===== src/design/lpch_pkg.sv =====
package lpch_pkg;

    // Configuration port geometry.
    localparam int CFG_ADDR_W = 3;
    localparam int CFG_DATA_W = 16;

    // Register indexes on the configuration port.
    localparam logic [CFG_ADDR_W-1:0] CFG_MAX_HEIGHT  = 3'd0;
    localparam logic [CFG_ADDR_W-1:0] CFG_MM_PER_TICK = 3'd1;
    localparam logic [CFG_ADDR_W-1:0] CFG_DEADBAND    = 3'd2;
    localparam logic [CFG_ADDR_W-1:0] CFG_NEAR        = 3'd3;
    localparam logic [CFG_ADDR_W-1:0] CFG_FAR         = 3'd4;
    localparam logic [CFG_ADDR_W-1:0] CFG_HOME_OFFSET = 3'd5;

    // Register values after reset.
    localparam logic [11:0] RST_MAX_HEIGHT  = 12'd800;
    localparam logic [15:0] RST_MM_PER_TICK = 16'd2689;
    localparam logic [7:0]  RST_DEADBAND    = 8'd8;
    localparam logic [7:0]  RST_NEAR        = 8'd15;
    localparam logic [7:0]  RST_FAR         = 8'd30;
    localparam logic [7:0]  RST_HOME_OFFSET = 8'd15;

    // Speed commands.
    localparam logic signed [6:0] RPM_STOP = 7'sd0;
    localparam logic signed [6:0] RPM_SLOW = 7'sd12;
    localparam logic signed [6:0] RPM_MID  = 7'sd25;
    localparam logic signed [6:0] RPM_FAST = 7'sd40;
    localparam logic signed [6:0] RPM_HOME = 7'sd15;
    localparam logic signed [6:0] RPM_SEEK = -7'sd15;

    // Encoder jumps of this many counts or more are discarded.
    localparam logic signed [31:0] ENC_JUMP_LIMIT = 32'sd1000;

    typedef enum logic [1:0] {
        FUNC_TICK      = 2'd0,
        FUNC_MOVE      = 2'd1,
        FUNC_CALIBRATE = 2'd2,
        FUNC_LIMIT     = 2'd3
    } func_t;

    typedef enum logic [1:0] {
        MODE_NORMAL = 2'd0,
        MODE_SEEK   = 2'd1,
        MODE_HOME   = 2'd2
    } mode_t;

    typedef struct packed {
        logic [11:0] max_height_mm;
        logic [15:0] mm_per_tick;
        logic [7:0]  deadband_mm;
        logic [7:0]  near_mm;
        logic [7:0]  far_mm;
        logic [7:0]  home_offset_mm;
    } cfg_t;

    typedef struct packed {
        func_t              func;
        logic [19:0]        target_pos;
        logic signed [31:0] encoder_count;
        logic [2:0]         motor_index;
    } item_t;

    typedef struct packed {
        logic signed [6:0]  motor_rpm;
        logic               rpm_issued;
        logic               encoder_reset;
        logic signed [31:0] position;
        logic               target_active;
        mode_t              mode;
    } result_t;

endpackage


===== src/design/lpch_cfg.sv =====
module lpch_cfg (
    input  logic                             aclk,
    input  logic                             aresetn,
    input  logic                             cfg_wr_en,
    input  logic [lpch_pkg::CFG_ADDR_W-1:0]  cfg_addr,
    input  logic [lpch_pkg::CFG_DATA_W-1:0]  cfg_wdata,
    output lpch_pkg::cfg_t                   cfg
);

    lpch_pkg::cfg_t cfg_reg;
    lpch_pkg::cfg_t cfg_next;

    // Each register keeps its own low bits of the write data.
    always_comb begin
        cfg_next = cfg_reg;
        if (cfg_wr_en) begin
            unique case (cfg_addr)
                lpch_pkg::CFG_MAX_HEIGHT:  cfg_next.max_height_mm  = cfg_wdata[11:0];
                lpch_pkg::CFG_MM_PER_TICK: cfg_next.mm_per_tick    = cfg_wdata[15:0];
                lpch_pkg::CFG_DEADBAND:    cfg_next.deadband_mm    = cfg_wdata[7:0];
                lpch_pkg::CFG_NEAR:        cfg_next.near_mm        = cfg_wdata[7:0];
                lpch_pkg::CFG_FAR:         cfg_next.far_mm         = cfg_wdata[7:0];
                lpch_pkg::CFG_HOME_OFFSET: cfg_next.home_offset_mm = cfg_wdata[7:0];
                default: cfg_next = cfg_reg;
            endcase
        end
    end

    always_ff @(posedge aclk) begin
        if (!aresetn) begin
            cfg_reg.max_height_mm  <= lpch_pkg::RST_MAX_HEIGHT;
            cfg_reg.mm_per_tick    <= lpch_pkg::RST_MM_PER_TICK;
            cfg_reg.deadband_mm    <= lpch_pkg::RST_DEADBAND;
            cfg_reg.near_mm        <= lpch_pkg::RST_NEAR;
            cfg_reg.far_mm         <= lpch_pkg::RST_FAR;
            cfg_reg.home_offset_mm <= lpch_pkg::RST_HOME_OFFSET;
        end else begin
            cfg_reg <= cfg_next;
        end
    end

    assign cfg = cfg_reg;

endmodule


===== src/design/lpch_ctrl.sv =====
module lpch_ctrl (
    input  logic               aclk,
    input  logic               aresetn,
    input  logic               step,
    input  lpch_pkg::item_t    item,
    input  lpch_pkg::cfg_t     cfg,
    output lpch_pkg::result_t  result
);

    logic signed [31:0] position_reg,     position_next;
    logic [19:0]        target_q8_reg,    target_q8_next;
    logic               target_valid_reg, target_valid_next;
    logic signed [6:0]  last_speed_reg,   last_speed_next;
    logic signed [31:0] last_encoder_reg, last_encoder_next;
    lpch_pkg::mode_t    mode_reg,         mode_next;

    // Speed selection from the distance still to go.
    logic signed [33:0] err;
    logic [32:0]        distance;
    logic               in_deadband;
    logic               above_far;
    logic               above_near;
    logic signed [6:0]  speed_mag;
    logic signed [6:0]  speed;

    // Encoder integration.
    logic signed [31:0] delta;
    logic               delta_ok;
    logic signed [10:0] delta_s;
    logic signed [16:0] step_s;
    logic signed [27:0] prod;
    logic signed [32:0] sum;
    logic signed [31:0] sum_sat;
    logic signed [31:0] pos_tick;
    logic               home_reached;

    logic [19:0]        move_limit;

    always_comb begin
        err  = $signed({6'b0, target_q8_reg, 8'b0})
             - $signed({{2{position_reg[31]}}, position_reg});
        distance    = err[33] ? 33'(-err) : err[32:0];
        in_deadband = distance <= {9'b0, cfg.deadband_mm, 16'b0};
        above_far   = distance > {9'b0, cfg.far_mm, 16'b0};
        above_near  = distance > {9'b0, cfg.near_mm, 16'b0};
        priority if (above_far) begin
            speed_mag = lpch_pkg::RPM_FAST;
        end else if (above_near) begin
            speed_mag = lpch_pkg::RPM_MID;
        end else begin
            speed_mag = lpch_pkg::RPM_SLOW;
        end
        if (!target_valid_reg || in_deadband) begin
            speed = lpch_pkg::RPM_STOP;
        end else if (err[33]) begin
            speed = -speed_mag;
        end else begin
            speed = speed_mag;
        end
    end

    always_comb begin
        delta    = item.encoder_count - last_encoder_reg;
        delta_ok = (delta > -lpch_pkg::ENC_JUMP_LIMIT) && (delta < lpch_pkg::ENC_JUMP_LIMIT);
        delta_s  = delta[10:0];
        step_s   = $signed({1'b0, cfg.mm_per_tick});
        prod     = delta_s * step_s;
        sum      = $signed({position_reg[31], position_reg})
                 + $signed({{5{prod[27]}}, prod});
        if (sum[32] != sum[31]) begin
            sum_sat = sum[32] ? 32'sh8000_0000 : 32'sh7FFF_FFFF;
        end else begin
            sum_sat = sum[31:0];
        end
        pos_tick     = delta_ok ? sum_sat : position_reg;
        home_reached = pos_tick >= $signed({8'b0, cfg.home_offset_mm, 16'b0});
        move_limit   = {cfg.max_height_mm, 8'b0};
    end

    always_comb begin
        position_next     = position_reg;
        target_q8_next    = target_q8_reg;
        target_valid_next = target_valid_reg;
        last_speed_next   = last_speed_reg;
        last_encoder_next = last_encoder_reg;
        mode_next         = mode_reg;

        result.motor_rpm     = lpch_pkg::RPM_STOP;
        result.rpm_issued    = 1'b0;
        result.encoder_reset = 1'b0;

        unique case (item.func)
            lpch_pkg::FUNC_TICK: begin
                if (target_valid_reg && in_deadband) begin
                    target_valid_next = 1'b0;
                end
                if (mode_reg == lpch_pkg::MODE_NORMAL && speed != last_speed_reg) begin
                    result.motor_rpm  = speed;
                    result.rpm_issued = 1'b1;
                    last_speed_next   = speed;
                end
                position_next = pos_tick;
                if (delta_ok) begin
                    last_encoder_next = item.encoder_count;
                end
                if (mode_reg == lpch_pkg::MODE_HOME) begin
                    result.rpm_issued = 1'b1;
                    if (home_reached) begin
                        result.motor_rpm = lpch_pkg::RPM_STOP;
                        mode_next        = lpch_pkg::MODE_NORMAL;
                    end else begin
                        result.motor_rpm = lpch_pkg::RPM_HOME;
                    end
                end
            end
            lpch_pkg::FUNC_MOVE: begin
                target_q8_next    = (item.target_pos > move_limit) ? move_limit
                                                                   : item.target_pos;
                target_valid_next = 1'b1;
            end
            lpch_pkg::FUNC_CALIBRATE: begin
                target_valid_next = 1'b0;
                result.motor_rpm  = lpch_pkg::RPM_SEEK;
                result.rpm_issued = 1'b1;
                mode_next         = lpch_pkg::MODE_SEEK;
            end
            lpch_pkg::FUNC_LIMIT: begin
                if (mode_reg == lpch_pkg::MODE_SEEK && item.motor_index == 3'd0) begin
                    position_next        = '0;
                    last_encoder_next    = '0;
                    result.encoder_reset = 1'b1;
                    result.motor_rpm     = lpch_pkg::RPM_HOME;
                    result.rpm_issued    = 1'b1;
                    mode_next            = lpch_pkg::MODE_HOME;
                end
            end
            default: begin
                mode_next = mode_reg;
            end
        endcase

        result.position      = position_next;
        result.target_active = target_valid_next;
        result.mode          = mode_next;
    end

    always_ff @(posedge aclk) begin
        if (!aresetn) begin
            position_reg     <= '0;
            target_q8_reg    <= '0;
            target_valid_reg <= 1'b0;
            last_speed_reg   <= '0;
            last_encoder_reg <= '0;
            mode_reg         <= lpch_pkg::MODE_NORMAL;
        end else if (step) begin
            position_reg     <= position_next;
            target_q8_reg    <= target_q8_next;
            target_valid_reg <= target_valid_next;
            last_speed_reg   <= last_speed_next;
            last_encoder_reg <= last_encoder_next;
            mode_reg         <= mode_next;
        end
    end

endmodule


===== src/design/lift_position_controller_homing_unit.sv =====
// Channel   | Dir | Handshake           | Payload
// ----------+-----+---------------------+---------------------------------------------
// request   | in  | s_tvalid / s_tready | s_tuser func, s_tdata target/encoder/motor
// result    | out | m_tvalid / m_tready | m_tdata rpm, flags, position, mode
// config    | in  | cfg_wr_en           | cfg_addr register index, cfg_wdata value
//
// Each request yields one result; the request waits in the input register until the
// result register can take it; one request per cycle is accepted while the result side keeps up.
// Reset is synchronous and active low; it restores the register defaults and clears
// the position, target, encoder and homing state.
// A stalled result holds its register; the request side stalls in the same cycle
// only when both the input register and the result register are full.
module lift_position_controller_homing_unit (
    input  logic                             aclk,
    input  logic                             aresetn,

    input  logic                             s_tvalid,
    output logic                             s_tready,
    // [19:0] target_pos, [51:20] encoder_count, [54:52] motor_index, [55] unused
    input  logic [55:0]                      s_tdata,
    // [1:0] func
    input  logic [1:0]                       s_tuser,

    output logic                             m_tvalid,
    input  logic                             m_tready,
    // [6:0] motor_rpm, [7] rpm_issued, [8] encoder_reset, [40:9] position,
    // [41] target_active, [43:42] mode, [47:44] zero
    output logic [47:0]                      m_tdata,

    input  logic                             cfg_wr_en,
    input  logic [lpch_pkg::CFG_ADDR_W-1:0]  cfg_addr,
    input  logic [lpch_pkg::CFG_DATA_W-1:0]  cfg_wdata
);

    lpch_pkg::cfg_t    cfg;
    lpch_pkg::item_t   in_item;
    lpch_pkg::item_t   in_item_reg;
    logic              in_valid_reg;
    lpch_pkg::result_t result;
    lpch_pkg::result_t out_reg;
    logic              out_valid_reg;
    logic              advance;
    logic              step;

    // The result register can take a new value when it is empty or being drained.
    assign advance  = !out_valid_reg || m_tready;
    assign step     = in_valid_reg && advance;
    assign s_tready = !in_valid_reg || advance;

    always_comb begin
        in_item.func          = lpch_pkg::func_t'(s_tuser);
        in_item.target_pos    = s_tdata[19:0];
        in_item.encoder_count = $signed(s_tdata[51:20]);
        in_item.motor_index   = s_tdata[54:52];
    end

    lpch_cfg u_cfg (
        .aclk      (aclk),
        .aresetn   (aresetn),
        .cfg_wr_en (cfg_wr_en),
        .cfg_addr  (cfg_addr),
        .cfg_wdata (cfg_wdata),
        .cfg       (cfg)
    );

    // The controller state advances exactly when the registered request moves
    // into the result register, so back-to-back requests see each other's updates.
    lpch_ctrl u_ctrl (
        .aclk    (aclk),
        .aresetn (aresetn),
        .step    (step),
        .item    (in_item_reg),
        .cfg     (cfg),
        .result  (result)
    );

    always_ff @(posedge aclk) begin
        if (!aresetn) begin
            in_valid_reg <= 1'b0;
        end else if (s_tready) begin
            in_valid_reg <= s_tvalid;
        end
    end

    always_ff @(posedge aclk) begin
        if (s_tready && s_tvalid) begin
            in_item_reg <= in_item;
        end
    end

    always_ff @(posedge aclk) begin
        if (!aresetn) begin
            out_valid_reg <= 1'b0;
        end else if (advance) begin
            out_valid_reg <= in_valid_reg;
        end
    end

    always_ff @(posedge aclk) begin
        if (step) begin
            out_reg <= result;
        end
    end

    assign m_tvalid = out_valid_reg;
    assign m_tdata  = {4'b0, out_reg.mode, out_reg.target_active, out_reg.position,
                       out_reg.encoder_reset, out_reg.rpm_issued, out_reg.motor_rpm};

endmodule


===== config.mk =====
export PLATFORM = sky130hd
export DESIGN_NAME = lift_position_controller_homing_unit
export DESIGN_NICKNAME = d
export VERILOG_FILES = /design/src/design/lpch_pkg.sv /design/src/design/lpch_cfg.sv /design/src/design/lpch_ctrl.sv /design/src/design/lift_position_controller_homing_unit.sv
export SDC_FILE = /design/constraint.sdc
export NUM_CORES = 1
export LEC_CHECK = 0
export ABC_AREA = 1
export ABC_CLOCK_PERIOD_IN_PS = 27000
export BUFFER_PORTS_ARGS = -buffer_cell sky130_fd_sc_hd__buf_4
export CORE_ASPECT_RATIO = 1.75
export CORE_UTILIZATION = 40
export DETAILED_ROUTE_END_ITERATION = 12
export GPL_TIMING_DRIVEN = 0
export PLACE_DENSITY = 0.58
export REMOVE_ABC_BUFFERS = 1
export SLEW_MARGIN = 20
export SYNTH_ARGS = -nofsm -noshare
export SYNTH_HDL_FRONTEND = slang
export SYNTH_HIERARCHICAL = 1
export SYNTH_SLANG_ARGS = --single-unit

===== constraint.sdc =====
create_clock -name aclk -period 27 [get_ports aclk]
set_input_delay 5.4 -clock aclk [delete_from_list [all_inputs] [get_ports aclk]]
set_output_delay 5.4 -clock aclk [all_outputs]
set_load 0.1 [all_outputs]

=== After elaboration in Yosys (flattened, before gate mapping) ===
Cells that the tools add are included.

* Add/subtract/negate cells: 5
* Multiply operators: 1
* Div/mod/pow operators: 0
* $lt $le $gt $ge: 7
* Equality and inequality tests: 14
* Shift operators: 0
* Mux-type cells: 25
* Bitwise logic cells: 0
* Reduce and logical (&&, ||, !) cells: 26

{| class="wikitable"
|+ Operator list
! kind !! count
|-
| 2-to-1 mux 32 bit || 6
|-
| case mux 32 bit (2 select lines) || 2
|-
| > comparator 33 x 24 -> 1 bit || 2
|-
| adder 32 x 28 -> 33 bit || 1
|-
| <= comparator 33 x 24 -> 1 bit || 1
|-
| 2-to-1 mux 33 bit || 1
|-
| negator 33 bit || 1
|-
| subtractor 29 x 32 -> 33 bit || 1
|-
| >= comparator 32 x 25 -> 1 bit || 1
|-
| > comparator 32 x 11 -> 1 bit (second input constant) || 1
|-
| less-than comparator 32 x 11 -> 1 bit (second input constant) || 1
|-
| subtractor 32 bit || 1
|-
| multiplier 11 x 17 -> 28 bit || 1
|-
| case mux 8 bit (3 select lines) || 1
|-
| 2-to-1 mux 7 bit || 3
|-
| > comparator 20 bit || 1
|-
| 2-to-1 mux 20 bit || 1
|-
| 2-to-1 mux 8 bit || 2
|-
| AND reduction 2 bit || 7
|-
| != test 7 bit || 1
|-
| negator 7 bit || 1
|-
| equality test 2 bit (second input constant) || 3
|-
| equality test 3 x 2 -> 1 bit (second input constant) || 2
|-
| equality test 3 bit (second input constant) || 2
|-
| 19 further kinds || 34
|}

* Flip-flop bits (word level): 257
* Bits in latches: 0
* Bits in writable memories: 0
* Memory bits (read-only): 0
* Bits of input ports: 82
* Output and inout port bits: 50
* Word-level logic and storage cells: 102
* Memories: 0

=== Longest topological paths before layout ===
* Depth in word-level cells: 14
* Gate-level depth with buffers: 52
* Depth with buffers taken out: 50

=== Cells and area by module ===
The synthesis kept the hierarchy.

{| class="wikitable"
|+ By module, submodules not included
! module !! instances !! cells each !! area an instance (um^2) !! seq. area each (um^2)
|-
| lpch_ctrl || 1 || 3,091 || 19,272.2 || 1,881.8
|-
| lift_position_controller_homing_unit || 1 || 119 || 3,161.8 || 3,072.9
|-
| lpch_cfg || 1 || 337 || 2,381.0 || 1,201.2
|}

=== Worst setup path before layout ===
Ideal clock, no wire load.

* Path kind: input to output
* Start point: input m_tready
* End point: output s_tready
* Arrival time: 5.946 ns
* Required time: 21.600 ns
* Path slack: 15.654 ns
* Stages on the path: 2
* Buffers on the path: 0
* Cells stage by stage: inv_1 nand3_2

* Longest elaborated chain between the ends: 2

{| class="wikitable"
|+ Ends and longest elaborated chain
! item !! RTL line !! RTL
|-
| start, declared || lift_position_controller_homing_unit.sv:25 || <nowiki>input logic m_tready,</nowiki>
|-
| logical OR 1 bit || lift_position_controller_homing_unit.sv:46 || <nowiki>assign advance = !out_valid_reg || m_tready;</nowiki>
|-
| logical OR 1 bit || lift_position_controller_homing_unit.sv:48 || <nowiki>assign s_tready = !in_valid_reg || advance;</nowiki>
|-
| end, declared || lift_position_controller_homing_unit.sv:18 || <nowiki>output logic s_tready,</nowiki>
|}

No other way between the ends.

==> flow_summary.ini <==
[yosys]
synth_area_leaders = nand2_1 (13%), dfxtp_1 (13%), fa_1 (13%), edfxtp_1 (12%), ha_1 (9.8%)
postSynthCellCount = 3547
yosys.area.top_type = nand2_1
yosysTopAreaCellShare_pct = 13.0
async_reset_ff_share_pct = 0
synthesis.area_um2 = 24800
yosysWarnings = 6
ys_seq_area_share_pct = 24.8
synth_ff_type = dfxtp_1
avgSynthCellArea_um2 = 7.00
synth_edf_count = 101
synth-seq-cells = 257
ys_types = 55

[global_route]
track_usage_pct = 25.5
grt_use_met2_pct = 50.6
grt.overflow.total = 0
grtUsageMet1_pct = 22.8
antenna_found_initial = 0
grt_pass1_vias = 23243
grt_pass1_wl_um = 123000
grt.busiest_layer = met2
grt_max_degree = 88
met3_usage_pct = 2.06

[routing]
avgViaCountPerCell = 5.17
drc = 0
antenna_left = 0
routedWlPerCell_um = 18.1
drtIter0Drc = 1001
drt_wl_total_um = 80400
vias = 22896
firstDrtPassIters = 5

[worst_setup_path]
critical_path_arrival_ns = 12.03
rr_worst_depth = 46
path_class = flip-flop to flip-flop
max_stage_delay_ns = 0.81
cp-end-kind = flip-flop
r2r-end = m_tdata[1]
crit_path_max_fanout = 18
rrSetupSlack_ns = 15.42
cpMostUsedCell = nand2_1
timing.rr.start = in_item_reg[3]
cp_data_required_time_ns = 27.45
cp_slowest_cell = nor2_1
critPathLaunchType = flip-flop

[layout]
final_nets = 4050
fin_cells = 4432
regArea_um2 = 6160
filler_cell_count = 6521
syn2layout_area_growth_pct = 10.6
postLayoutCoreUtil_pct = 44.8
drive_gt1_share_pct = 7.72
multi_input_area_um2 = 15900
stdcell_area_um2 = 27400
largest_reg_flops = 60
layout_common_cells = nand2_1 (860), inv_1 (636), nor2_1 (392)
layout_commonest_cell = nand2_1
num_antenna_cells = 0

[sta]
hold-worst-slack_ns = 0.455
setup_violations = 0
fmax_mhz = 86.4
slew-limit-headroom_pct = 11.7
rsz0062_at_grt = false
finalCriticalPeriod_ns = 11.58
final_max_slew_viol_count = 0
tns_ns = 0
layout_setup_ws_ns = 15.42
final_hold_viol_count = 0
max_slew.worst_pin.slew_ns = 1.31
fin_skew_ns = 0.0216
fin_crit_sh_pct = 42.9

[clock_tree]
cts_tree = built
cts_root_buffer = clkbuf_16
clkLatencyLatePin_ns = 0.60
cts_max_level = 1
clock_path_buffers = 3
post-cts-setup-buffer-count = 0
cts_buffers = 27
cts_resized = 0
hold_buffers = 0
cts_sinks = 257
clkTransAtPathRegs_ns = 0.06

[power_and_ir_drop]
p_per_area_nw_per_um2 = 75.3
internal-power_mw = 1.06
pwr-share-seq_pct = 21.2
p_leak_nw = 13.6
p_comb_share_pct = 60.4
power_mw = 2.07
netSwitchingPower_mw = 1.00
p_clk_share_pct = 18.5
peakVddDrop_v = 0.0000556
switching_share_pct = 48.6

[floorplan]
start_util_pct = 40.5
num_io_pins = 132
die_h_um = 331
num_rows = 120
fp.dieArea_um2 = 63100
fp.dieW_um = 190
core_area_um2 = 61300

[min_path]
hold_class = flip-flop to flip-flop
holdPathEnd = u_cfg/cfg[18]
min_path_cells = 2
min-delay-start = u_cfg/cfg[18]

[place]
portBuffers = 126
dp_cells = 4382
dpl_worst_slack_ns = 15.48
dp_hpwl_um = 67200
placed_cell_area_um2 = 26500
gp_congestion = 0.977

[flow_run]
maxCapViolations = 0

[status]
status = finished clean
per-layer routing:
| layer | vias up | share of wire [%] |
|---|---|---|
| li1 | 11387 | - |
| met1 | 10675 | 33 |
| met2 | 575 | 55 |
| met3 | 259 | 3.2 |
| met4 | 0 | 8.8 |
| met5 | - | 0 |
final cells by class:
cell class                 count  area share (%)
multi-input combinational   2545            57.8
sequential                   257            22.4
inverter                     655            9.00
timing repair buffer         132            3.89
tap                          793            3.62
clock buffer                  32            2.69
clock inverter                18           0.575
cells by family after synthesis:
family	after synthesis	share of synthesized area (%)
flip-flops	257	24.8
other	1	0.0151
adder cells (fa/ha/maj)	350	22.3
AO/OA/AOI/OAI	461	10.4
buffers and inverters	748	11.6
XOR/XNOR	59	2.08
AND/OR/NAND/NOR	1671	28.8
worst max-delay path, delay by kind of cell (launching register included):
kind            cells  cell delay (ns)
simple gates       17             2.83
compound gates     11             2.60
flops               1             0.37
buf+inv             8             1.49
xor+xnor            1             0.62
fa+ha+maj           9             3.48
cells in the mapped netlist (20+ instances only):
master / count
a21oi_1: 211
dfxtp_1: 156
nor2_1: 394
nor2_2: 27
nand2_2: 20
nand2_1: 861
nor3_1: 31
nand3_1: 218
a211oi_1: 30
clkbuf_1: 59
nand4_1: 56
inv_1: 638
o21ai_0: 137
o22ai_1: 21
edfxtp_1: 101
ha_1: 195
fa_1: 155
xnor2_1: 24
xor2_1: 35
how the worst max path moves through the flow:
| stage | start | end | slack, ns | cells after the start |
|---|---|---|---|---|
| 2_1_floorplan | m_tready | s_tready | 15.65 | 2 |
| 3_3_place_gp | m_tready | u_ctrl/last_encoder_reg[21] | 11.17 | 8 |
| 3_5_place_dp | in_item_reg[3] | m_tdata[1] | 15.48 | 43 |
| 4_1_cts | in_item_reg[3] | m_tdata[1] | 15.43 | 46 |
| 5_1_grt | in_item_reg[3] | m_tdata[1] | 14.70 | 44 |
| 6_report | in_item_reg[3] | m_tdata[1] | 15.42 | 46 |
power groups by stage:
stage / Clock [mW] / Sequential (mW) / Combinational [mW]
floorplan: 0 / 0.466 / 0.882
global placement: 0 / 0.447 / 1.22
detailed placement: 0 / 0.446 / 1.24
CTS: 0.395 / 0.437 / 1.25
global route: 0.407 / 0.439 / 1.39
finish: 0.381 / 0.437 / 1.25
Note: power is estimated with default switching activity, not from simulation.
